==> config.mk <==
export PLATFORM = sky130hd
export DESIGN_NAME = sha256_stream_hasher
export DESIGN_NICKNAME = d
export VERILOG_FILES = /design/src/hw/rtl/sha256_pkg.sv /design/src/hw/rtl/sha256_datapath.sv /design/src/hw/rtl/sha256_ctrl.sv /design/src/hw/rtl/sha256_stream_hasher.sv
export SDC_FILE = /design/constraint.sdc
export NUM_CORES = 2
export LEC_CHECK = 0
export BUFFER_PORTS_ARGS = -buffer_cell sky130_fd_sc_hd__buf_2
export CORE_ASPECT_RATIO = 1.5
export CORE_UTILIZATION = 67
export DETAILED_ROUTE_END_ITERATION = 6
export GPL_ROUTABILITY_DRIVEN = 1
export HOLD_SLACK_MARGIN = 0.15
export PLACE_DENSITY = 0.84
export SYNTH_ARGS = -nofsm -noshare
export SYNTH_HDL_FRONTEND = slang
export SYNTH_SLANG_ARGS = --single-unit
==> constraint.sdc <==
create_clock -name clk -period 29.9 [get_ports clk]
set_input_delay 2.99 -clock clk [delete_from_list [all_inputs] [get_ports clk]]
set_output_delay 2.99 -clock clk [all_outputs]
set_load 0.03 [all_outputs]
==> src/hw/rtl/sha256_pkg.sv <==
package sha256_pkg;

  localparam logic [31:0] RK [64] = '{
    32'h428a2f98, 32'h71374491, 32'hb5c0fbcf, 32'he9b5dba5,
    32'h3956c25b, 32'h59f111f1, 32'h923f82a4, 32'hab1c5ed5,
    32'hd807aa98, 32'h12835b01, 32'h243185be, 32'h550c7dc3,
    32'h72be5d74, 32'h80deb1fe, 32'h9bdc06a7, 32'hc19bf174,
    32'he49b69c1, 32'hefbe4786, 32'h0fc19dc6, 32'h240ca1cc,
    32'h2de92c6f, 32'h4a7484aa, 32'h5cb0a9dc, 32'h76f988da,
    32'h983e5152, 32'ha831c66d, 32'hb00327c8, 32'hbf597fc7,
    32'hc6e00bf3, 32'hd5a79147, 32'h06ca6351, 32'h14292967,
    32'h27b70a85, 32'h2e1b2138, 32'h4d2c6dfc, 32'h53380d13,
    32'h650a7354, 32'h766a0abb, 32'h81c2c92e, 32'h92722c85,
    32'ha2bfe8a1, 32'ha81a664b, 32'hc24b8b70, 32'hc76c51a3,
    32'hd192e819, 32'hd6990624, 32'hf40e3585, 32'h106aa070,
    32'h19a4c116, 32'h1e376c08, 32'h2748774c, 32'h34b0bcb5,
    32'h391c0cb3, 32'h4ed8aa4a, 32'h5b9cca4f, 32'h682e6ff3,
    32'h748f82ee, 32'h78a5636f, 32'h84c87814, 32'h8cc70208,
    32'h90befffa, 32'ha4506ceb, 32'hbef9a3f7, 32'hc67178f2
  };

  localparam logic [31:0] IV [8] = '{
    32'h6a09e667, 32'hbb67ae85, 32'h3c6ef372, 32'ha54ff53a,
    32'h510e527f, 32'h9b05688c, 32'h1f83d9ab, 32'h5be0cd19
  };

  localparam logic [7:0] PAD_BYTE = 8'h80;
  localparam logic [5:0] LEN_POS  = 6'd56;

  localparam logic REQ_DATA   = 1'b0;
  localparam logic REQ_FINISH = 1'b1;

  typedef enum logic [1:0] {
    BSEL_DATA = 2'd0,
    BSEL_PAD  = 2'd1,
    BSEL_ZERO = 2'd2,
    BSEL_LEN  = 2'd3
  } bsel_t;

  typedef struct packed {
    logic       buf_we;
    bsel_t      buf_sel;
    logic [5:0] buf_addr;
    logic       cnt_add;
    logic       msg_init;
    logic       load_w;
    logic       comp_start;
    logic       round_en;
    logic [5:0] round;
    logic       feed_fwd;
    logic [2:0] out_sel;
  } sha_cmd_t;

  function automatic logic [31:0] rotr(input logic [31:0] x, input int n);
    rotr = (x >> n) | (x << (32 - n));
  endfunction

endpackage

==> src/hw/rtl/sha256_datapath.sv <==
module sha256_datapath (
  input  logic                  clk,
  input  logic [7:0]            data_byte,
  input  sha256_pkg::sha_cmd_t  cmd,
  output logic [31:0]           hash_word
);

  logic [7:0]  mem [64];
  logic [31:0] h_r [8];
  logic [31:0] v_r [8];
  logic [31:0] w_r [16];
  logic [63:0] bit_count_r;
  logic [7:0]  wr_byte;
  logic [7:0]  rd_byte_r;
  logic [31:0] s0, s1, w_new, t1, t2, e, a, wi;
  logic [2:0]  len_idx;

  assign len_idx = cmd.buf_addr[2:0];

  always_comb begin
    case (cmd.buf_sel)
      sha256_pkg::BSEL_DATA: wr_byte = data_byte;
      sha256_pkg::BSEL_PAD:  wr_byte = sha256_pkg::PAD_BYTE;
      sha256_pkg::BSEL_ZERO: wr_byte = 8'h00;
      sha256_pkg::BSEL_LEN:  wr_byte = bit_count_r[8'(7 - len_idx) * 8 +: 8];
      default:               wr_byte = 8'h00;
    endcase
  end

  always_ff @(posedge clk) begin
    if (cmd.buf_we) begin
      mem[cmd.buf_addr] <= wr_byte;
    end
    rd_byte_r <= mem[cmd.buf_addr];
  end

  always_ff @(posedge clk) begin
    if (cmd.msg_init) begin
      bit_count_r <= '0;
    end else if (cmd.cnt_add) begin
      bit_count_r <= bit_count_r + 64'd8;
    end
  end

  // schedule window: w_r[0] is w[i]
  assign s0 = sha256_pkg::rotr(w_r[1], 7) ^ sha256_pkg::rotr(w_r[1], 18) ^ (w_r[1] >> 3);
  assign s1 = sha256_pkg::rotr(w_r[14], 17) ^ sha256_pkg::rotr(w_r[14], 19)
            ^ (w_r[14] >> 10);
  assign w_new = s1 + w_r[9] + s0 + w_r[0];
  assign wi = w_r[0];

  assign e  = v_r[4];
  assign a  = v_r[0];
  assign t1 = v_r[7] + (sha256_pkg::rotr(e, 6) ^ sha256_pkg::rotr(e, 11)
            ^ sha256_pkg::rotr(e, 25)) + ((e & v_r[5]) ^ (~e & v_r[6]))
            + sha256_pkg::RK[cmd.round] + wi;
  assign t2 = (sha256_pkg::rotr(a, 2) ^ sha256_pkg::rotr(a, 13) ^ sha256_pkg::rotr(a, 22))
            + ((a & v_r[1]) ^ (a & v_r[2]) ^ (v_r[1] & v_r[2]));

  always_ff @(posedge clk) begin
    if (cmd.load_w) begin
      // byte-wide shift through the whole block
      for (int i = 0; i < 15; i++) begin
        w_r[i] <= {w_r[i][23:0], w_r[i+1][31:24]};
      end
      w_r[15] <= {w_r[15][23:0], rd_byte_r};
    end else if (cmd.round_en) begin
      for (int i = 0; i < 15; i++) begin
        w_r[i] <= w_r[i+1];
      end
      w_r[15] <= w_new;
    end
  end

  always_ff @(posedge clk) begin
    if (cmd.comp_start) begin
      v_r <= h_r;
    end else if (cmd.round_en) begin
      v_r[7] <= v_r[6];
      v_r[6] <= v_r[5];
      v_r[5] <= v_r[4];
      v_r[4] <= v_r[3] + t1;
      v_r[3] <= v_r[2];
      v_r[2] <= v_r[1];
      v_r[1] <= v_r[0];
      v_r[0] <= t1 + t2;
    end
  end

  always_ff @(posedge clk) begin
    if (cmd.msg_init) begin
      h_r <= sha256_pkg::IV;
    end else if (cmd.feed_fwd) begin
      for (int i = 0; i < 8; i++) begin
        h_r[i] <= h_r[i] + v_r[i];
      end
    end
  end

  assign hash_word = h_r[cmd.out_sel];

endmodule

==> src/hw/rtl/sha256_ctrl.sv <==
module sha256_ctrl (
  input  logic                  clk,
  input  logic                  rst_n,
  input  logic                  in_valid,
  output logic                  in_stall,
  input  logic                  in_req_type,
  output logic                  out_valid,
  input  logic                  out_stall,
  output logic [2:0]            out_word_index,
  output logic                  out_last_word,
  output sha256_pkg::sha_cmd_t  cmd
);

  localparam logic [2:0] S_IDLE = 3'd0;
  localparam logic [2:0] S_PAD  = 3'd1;
  localparam logic [2:0] S_LOAD = 3'd2;
  localparam logic [2:0] S_RND  = 3'd3;
  localparam logic [2:0] S_FF   = 3'd4;
  localparam logic [2:0] S_OUT  = 3'd5;

  logic [2:0] state_r, state_nxt;
  logic [5:0] fill_r, fill_nxt;
  logic [6:0] cnt_r, cnt_nxt;
  logic       fin_r, fin_nxt;
  logic       len_r, len_nxt;
  logic       accept;

  assign in_stall  = (state_r != S_IDLE);
  assign accept    = in_valid && !in_stall;
  assign out_valid = (state_r == S_OUT);
  assign out_word_index = cnt_r[2:0];
  assign out_last_word  = (cnt_r[2:0] == 3'd7);

  always_comb begin
    state_nxt = state_r;
    fill_nxt  = fill_r;
    cnt_nxt   = cnt_r;
    fin_nxt   = fin_r;
    len_nxt   = len_r;
    cmd       = '0;
    cmd.buf_addr = fill_r;
    cmd.buf_sel  = sha256_pkg::BSEL_DATA;
    cmd.out_sel  = cnt_r[2:0];
    case (state_r)
      S_IDLE: begin
        if (accept) begin
          cmd.buf_we = 1'b1;
          fill_nxt = fill_r + 6'd1;
          if (in_req_type == sha256_pkg::REQ_DATA) begin
            cmd.cnt_add = 1'b1;
            if (fill_r == 6'd63) begin
              fin_nxt = 1'b0;
              cnt_nxt = '0;
              state_nxt = S_LOAD;
            end
          end else begin
            cmd.buf_sel = sha256_pkg::BSEL_PAD;
            fin_nxt = 1'b1;
            // length fits behind the pad byte in this block
            len_nxt = (fill_r < sha256_pkg::LEN_POS);
            cnt_nxt = '0;
            state_nxt = (fill_r == 6'd63) ? S_LOAD : S_PAD;
          end
        end
      end
      S_PAD: begin
        cmd.buf_we = 1'b1;
        if (len_r && fill_r >= sha256_pkg::LEN_POS) begin
          cmd.buf_sel = sha256_pkg::BSEL_LEN;
        end else begin
          cmd.buf_sel = sha256_pkg::BSEL_ZERO;
        end
        fill_nxt = fill_r + 6'd1;
        if (fill_r == 6'd63) begin
          cnt_nxt = '0;
          state_nxt = S_LOAD;
        end
      end
      S_LOAD: begin
        cmd.buf_addr = cnt_r[5:0];
        cmd.load_w = (cnt_r != 7'd0);
        cnt_nxt = cnt_r + 7'd1;
        if (cnt_r == 7'd64) begin
          cmd.comp_start = 1'b1;
          cnt_nxt = '0;
          state_nxt = S_RND;
        end
      end
      S_RND: begin
        cmd.round_en = 1'b1;
        cmd.round = cnt_r[5:0];
        cnt_nxt = cnt_r + 7'd1;
        if (cnt_r == 7'd63) begin
          cnt_nxt = '0;
          state_nxt = S_FF;
        end
      end
      S_FF: begin
        cmd.feed_fwd = 1'b1;
        fill_nxt = '0;
        cnt_nxt = '0;
        if (!fin_r) begin
          state_nxt = S_IDLE;
        end else if (len_r) begin
          state_nxt = S_OUT;
        end else begin
          // extra block of zeros and the length
          len_nxt = 1'b1;
          state_nxt = S_PAD;
        end
      end
      S_OUT: begin
        if (!out_stall) begin
          cnt_nxt = cnt_r + 7'd1;
          if (cnt_r[2:0] == 3'd7) begin
            cmd.msg_init = 1'b1;
            cnt_nxt = '0;
            fill_nxt = '0;
            fin_nxt = 1'b0;
            len_nxt = 1'b0;
            state_nxt = S_IDLE;
          end
        end
      end
      default: state_nxt = S_IDLE;
    endcase
  end

  always_ff @(posedge clk) begin
    if (!rst_n) begin
      state_r <= S_IDLE;
      fill_r <= '0;
      cnt_r <= '0;
      fin_r <= 1'b0;
      len_r <= 1'b0;
    end else begin
      state_r <= state_nxt;
      fill_r <= fill_nxt;
      cnt_r <= cnt_nxt;
      fin_r <= fin_nxt;
      len_r <= len_nxt;
    end
  end

endmodule

==> src/hw/rtl/sha256_stream_hasher.sv <==
// SHA-256 over a byte stream: one data word carries one message byte. A word that
// completes a 64-byte block starts its load into the message schedule, its compression
// and its feed-forward, during which in_stall is high.
// A finish word pads the rest of the block at one byte per cycle, compresses it and,
// when the length no longer fits, pads and compresses a second block. It then presents
// the eight digest words in order, one per cycle unless out_stall holds them, the last
// one flagged; the hash then restarts for a new message.
module sha256_stream_hasher (
  input  logic        clk,
  input  logic        rst_n,
  input  logic        in_valid,
  output logic        in_stall,
  input  logic        in_req_type,
  input  logic [7:0]  in_data_byte,
  output logic        out_valid,
  input  logic        out_stall,
  output logic [31:0] out_digest_word,
  output logic [2:0]  out_word_index,
  output logic        out_last_word
);

  sha256_pkg::sha_cmd_t cmd;

  sha256_pkg::sha_cmd_t cmd_dp;

  always_comb begin
    cmd_dp = cmd;
    if (!rst_n) begin
      cmd_dp.msg_init = 1'b1;
    end
  end

  sha256_ctrl u_ctrl (
    .clk            (clk),
    .rst_n          (rst_n),
    .in_valid       (in_valid),
    .in_stall       (in_stall),
    .in_req_type    (in_req_type),
    .out_valid      (out_valid),
    .out_stall      (out_stall),
    .out_word_index (out_word_index),
    .out_last_word  (out_last_word),
    .cmd            (cmd)
  );

  sha256_datapath u_dp (
    .clk       (clk),
    .data_byte (in_data_byte),
    .cmd       (cmd_dp),
    .hash_word (out_digest_word)
  );

endmodule
# Word-level counts from Yosys, hierarchy flattened
# Memories as Yosys holds them, arrays and structs flattened. A register that Yosys moved wholly into a read port is not among the register bits.
# Cells that the tools add are included.
# word_totals
out_inout_bits,38
ram_bits,1024
input_bits,13
mem_count,3
register_bits,594
rom_bits,2048
# classes
bitwise_logic,45
eq_ne,20
addsub,22
mux,80
shifts,1
reduce_logical,17
n_lt_le_gt_ge,4
# mem_list
memory,words,width,read_ports,rd_clocked_by_memory_dff,write_ports,line_no,text
(name not given),64,32,1,0,0,sha256_datapath.sv:56,+ sha256_pkg::RK[cmd.round] + wi;
u_dp.mem,64,8,1,1,1,sha256_datapath.sv:8,logic [7:0] mem [64];
u_dp.w_r,16,32,16,0,16,sha256_datapath.sv:11,logic [31:0] w_r [16];
# ops
operator,n
32-bit two-way mux,20
32-bit adder,18
256-bit two-way mux,2
32-bit bitwise XOR,9
32-bit AND,5
32-bit binary-select mux with 3-bit select,1
64-bit by 4-bit adder with 64-bit output (second input constant),1
64-bit by 12-bit indexed part select with 8-bit output,1
7-bit two-way mux,8
7-bit case mux with 6 select lines,1
32-bit NOT,1
10-bit by 32-bit bitwise OR with 32-bit output,1
13-bit by 32-bit bitwise OR with 32-bit output,1
14-bit by 32-bit bitwise OR with 32-bit output,1
15-bit by 32-bit bitwise OR with 32-bit output,1
19-bit by 32-bit bitwise OR with 32-bit output,1
21-bit by 32-bit bitwise OR with 32-bit output,1
25-bit by 32-bit bitwise OR with 32-bit output,1
26-bit by 32-bit bitwise OR with 32-bit output,1
30-bit by 32-bit bitwise OR with 32-bit output,1
7-bit by 32-bit bitwise OR with 32-bit output,1
8-bit case mux with 4 select lines,1
32-bit by 22-bit bitwise XOR with 32-bit output,1
32-bit by 29-bit bitwise XOR with 32-bit output,1
other kinds (43),109

# Longest topological paths before layout
# logic_depth
depth_word,11
depth_mapped,44

# Hierarchy
# A second synthesis with hierarchy kept.
# unflattened
cells_unflattened,7969
hier_area_um2,93327.0
# by_module_without_submodules
mod,area_each_um2,n_inst,cells_per_inst
sha256_datapath,91810.6,1,7783
sha256_ctrl,1510.2,1,185
sha256_stream_hasher,6.3,1,1

# Worst setup path before layout
# No wires, ideal clock.
# synth_timing
kind,reg2reg
startpoint,register u_ctrl.cnt_r[2]
endpoint,memory u_dp.w_r[0][0] (enable)
arrival_ps,10079
required_ps,26268
setup_slack_ps,16188
n_path_buf,3
stages_incl_launch_ff,8
synth_period_minus_slack_ps,13712
path_cell_list,dfxtp_1 -> clkbuf_1 -> nor2_1 -> nand3_1 -> o21ai_1 -> clkbuf_1 -> buf_1 -> nand2_1
# synth_rtl
element,line_no,text
"start, declared",sha256_ctrl.sv:23,"logic [6:0] cnt_r, cnt_nxt;"
"start signal, assigned",sha256_ctrl.sv:139,cnt_r <= cnt_nxt;
"end, declared",sha256_datapath.sv:11,

# Worst setup path after layout
# layout_timing
startpoint,register u_ctrl.state_r[2]
endpoint,"register u_dp.v_r, in the netlist u_dp.a[31] (data pin)"
# layout_between
elab_chain_len,11
# layout_lines
element,line_no,text
"start, declared",sha256_ctrl.sv:21,"logic [2:0] state_r, state_nxt;"
"start signal, assigned",sha256_ctrl.sv:137,state_r <= state_nxt;
3-bit by 2-bit == test with 1-bit output,sha256_ctrl.sv:44,case (state_r)
7-bit two-way mux,sha256_ctrl.sv:44,
6-bit NOT with 7-bit output (implied by the code),sha256_datapath.sv:56,
memory read 64 x 32 bit,-,
32-bit two-way mux (implied by the code) (2 in series),sha256_datapath.sv:56,
32-bit adder (2 in series),sha256_datapath.sv:56,
32-bit adder,sha256_datapath.sv:86,v_r[0] <= t1 + t2;
256-bit two-way mux,sha256_datapath.sv:78,end else if (cmd.round_en) begin
256-bit two-way mux *,sha256_datapath.sv:76,if (cmd.comp_start) begin
"end signal, assigned",sha256_datapath.sv:77,v_r <= h_r;
"end, declared",sha256_datapath.sv:10,logic [31:0] v_r [8];
# Every way passes the cells marked *; elsewhere a longest branch is shown, timed or not. The select of a mux whose other input is x is not followed.
# A chain may end at the register's enable or synchronous reset.

==> out/qor.csv <==
metric,value,unit
dieHeight,461,um
grt_max_degree,160,
leakagePower,38.2,nW
worstReg2RegEnd,u_dp.a[31]$_DFFE_PP_,
grt_pass1_vias,75400,
die-area,142000,um^2
syn_inst,9664,
die_x,308,um
row_count,168,
vdd_ir_drop_max,0.0810,mV
final_nets,10100,
endpoint,u_dp.a[31]$_DFFE_PP_,
p_clk_share,44.4,%
min_period,11650,ps
power_frac_comb,3.5,%
postRouteAntennaNets,0,
start_util,67.4,%
r2r_cells,36,
drtIter0Drc,9663,
cts_max_level,4,
placed_cell_area,95900,um^2
tns,0,ps
hpwl,226000,um
cpMaxStageDelayCell,a221oi_1,
worstSetupStartpointType,flip-flop,
tritoncts,built,
cp-end-kind,flip-flop,
first_pass_iters,7,
status,finished with violations,
cts_sinks,1623,
drc,0,
synth-edff-count,1280,
vias_per_cell,6.70,
arrival,12200,ps
cts_resized,0,
cpMostUsedCell,fa_1,
final-hold-violation-count,0,
holdCritStartpoint,u_dp.h_r[149]$_SDFFE_PP0P_,
cts_root_buf,clkbuf_16,
drive_above_1_share,6.28,%
maxCapViolations,2,
yosysWarnings,0,
finalWirelength,326000,um
setup_viol_count_final,0,
syn_area,94100,um^2
grt_usage,45.7,%
worst_pin_slew,1540,ps
cts_made_buffers,154,
powerDensity,46.3,nW/um^2
avgSynthCellArea,9.74,um^2
post-route-period-util,39.0,%
critPathMaxFanout,51,
cts.clk_slew.worst_paths,60,ps
core_region_area,140000,um^2
ys_seq_elements,1623,
areaGrowthSynthToFinish,7.47,%
holdBufCountCts,0,
critical_path_class,flip-flop to flip-flop,
synthFlopType,edfxtp_1,
grt-ovfl-total,0,
internal_power,0.00362,W
crit_required,30450,ps
rrSetupSlack,18250,ps
yosysSeqAreaShare,48.1,%
holdCritPathClass,flip-flop to flip-flop,
cpPeakStageDelay,1020,ps
violations,"capacitance limit, slew limit",
setup_slack,18250,ps
maxSlewViolCount,3,
dp_slack,18770,ps
io_pins,51,
antenna_found_initial,13,
clk_latency,850,ps
final_common_cell,nand2_1,
dp.cells,11200,
cts_buffer_depth,3,
switching_share,22.7,%
rsz0062_at_grt,false,
power_frac_seq,52.1,%
final_cell_mix,"nand2_1, edfxtp_1, a21oi_1",
crit_start,u_ctrl.state_r[2]$_SDFFE_PN0P_,
grt_pass1_wl,474000,um
instances_no_fill,11500,
clock.fmax,85.9,MHz
power.switching,0.00106,W
fin_worst_skew,50.3,ps
placement.io_buffers,50,
gp_congestion,1.08,
route.vias.total,76700,
cts_setup_buffers,0,
slew_headroom,-2.98,%
drt-wirelength-per-cell,28.4,um
timing.rr.start,u_ctrl.state_r[2]$_SDFFE_PN0P_,
final_cell_area,101000,um^2
async_flop_share,0,%
synth.net_count,10300,
ys_types,99,
## routing by layer
metal	global-route usage, %	vias up	share of wire, %
li1	-	33500	-
met4	48.3	12	13
met2	75.9	4848	48
met1	46.2	36700	31
met5	0	-	0.022
met3	9.46	1665	8.7
## state kept, by name, summed over array words and instances (netlist names)
register          cells
u_dp.v_r            192
u_dp.bit_count_r     61
u_dp.e               32
u_ctrl.cnt_r          7
u_dp.h_r            256
u_ctrl.len_r          1
u_dp.w_r            512
u_ctrl.fill_r         6
u_dp.mem            512
u_ctrl.state_r        3
u_ctrl.fin_r          1
u_dp.a               32
u_dp.rd_byte_r        8
## through the flow
| step | power (W) | util [%] | hold WS, ps |
|---|---|---|---|
| 2_1_floorplan | 0.00257 | - | 456 |
| 3_3_place_gp | 0.00263 | 68.7 | 470 |
| 3_5_place_dp | 0.00264 | 68.7 | 482 |
| 4_1_cts | 0.00467 | 72.4 | 491 |
| 5_1_grt | 0.00475 | 72.4 | 515 |
| 6_report | 0.00468 | 72.4 | 491 |
## how the worst min path moves through the flow
stage	end	cells after the start	slack, ps
2_1_floorplan	u_dp.h_r[191]$_SDFFE_PP0P_	2	460
5_1_grt	u_dp.h_r[109]$_SDFFE_PP0P_	2	520
6_report	u_dp.h_r[149]$_SDFFE_PP0P_	2	490
3_5_place_dp	u_dp.h_r[20]$_SDFFE_PP0P_	2	480
4_1_cts	u_dp.h_r[19]$_SDFFE_PP0P_	2	490
3_3_place_gp	u_dp.h_r[191]$_SDFFE_PP0P_	2	470
## power by group through the flow
stage	Combinational [W]	Clock, W	Sequential [W]
after global placement	0.000148	0	0.00249
final	0.000165	0.00208	0.00244
after global routing	0.000165	0.00215	0.00244
after detailed placement	0.000151	0	0.00249
after CTS	0.000155	0.00207	0.00244
after floorplan	0.0000861	0	0.00249
## critical path, delay by kind of cell, from the launching register on
kind	cells	cell delay, ps
AO/OA/AOI/OAI	13	3870
adder cells (fa/ha/maj)	6	2670
AND/OR/NAND/NOR	7	2120
buffers and inverters	7	1530
flip-flops	1	610
XOR/XNOR	3	470
## cell type report
class,instances,area (um^2)
inverter,414,1560
clock inverter,83,1100
multi-input combinational,7075,45300
antenna,5,12.5
sequential,1623,45300
timing repair buffer,187,1330
tap,1870,2340
fill,9804,38500
clock buffer,202,4140
## cells in the mapped netlist (all sizes together), types with 39 or more instances
cell type | count | area (um^2)
a22o | 58 | 508
buf | 93 | 417
xnor2 | 354 | 3100
clkbuf | 459 | 1720
o21ai | 460 | 2310
a21oi | 532 | 2670
a211oi | 55 | 413
o21a | 63 | 474
mux4 | 73 | 1640
nand3 | 131 | 656
a221oi | 64 | 561
a31oi | 107 | 684
o211ai | 118 | 886
a21o | 180 | 1350
dfxtp | 343 | 6870
nor2 | 477 | 1790
fa | 195 | 3900
nor3 | 105 | 579
ha | 395 | 4940
nand2b | 76 | 475
inv | 409 | 1540
and3 | 43 | 269
nand4 | 50 | 334
edfxtp | 1280 | 38400
o21bai | 39 | 293
a22oi | 129 | 968
nand2 | 2585 | 9700
xor2 | 253 | 2220
nor2b | 51 | 319
## cell families (layout without fill, tap and decap cells)
logic type | after synthesis | after routing | share of synthesized area [%]
compound gates | 2067 | 2067 | 14.2
buf+inv | 966 | 886 | 3.93
mux | 122 | 122 | 2.30
fa+ha+maj | 612 | 612 | 9.64
other cells | 0 | 5 | 0
xor+xnor | 608 | 608 | 5.67
simple gates | 3666 | 3666 | 16.1
flops | 1623 | 1623 | 48.1
Power figures use the tool's default switching activity.
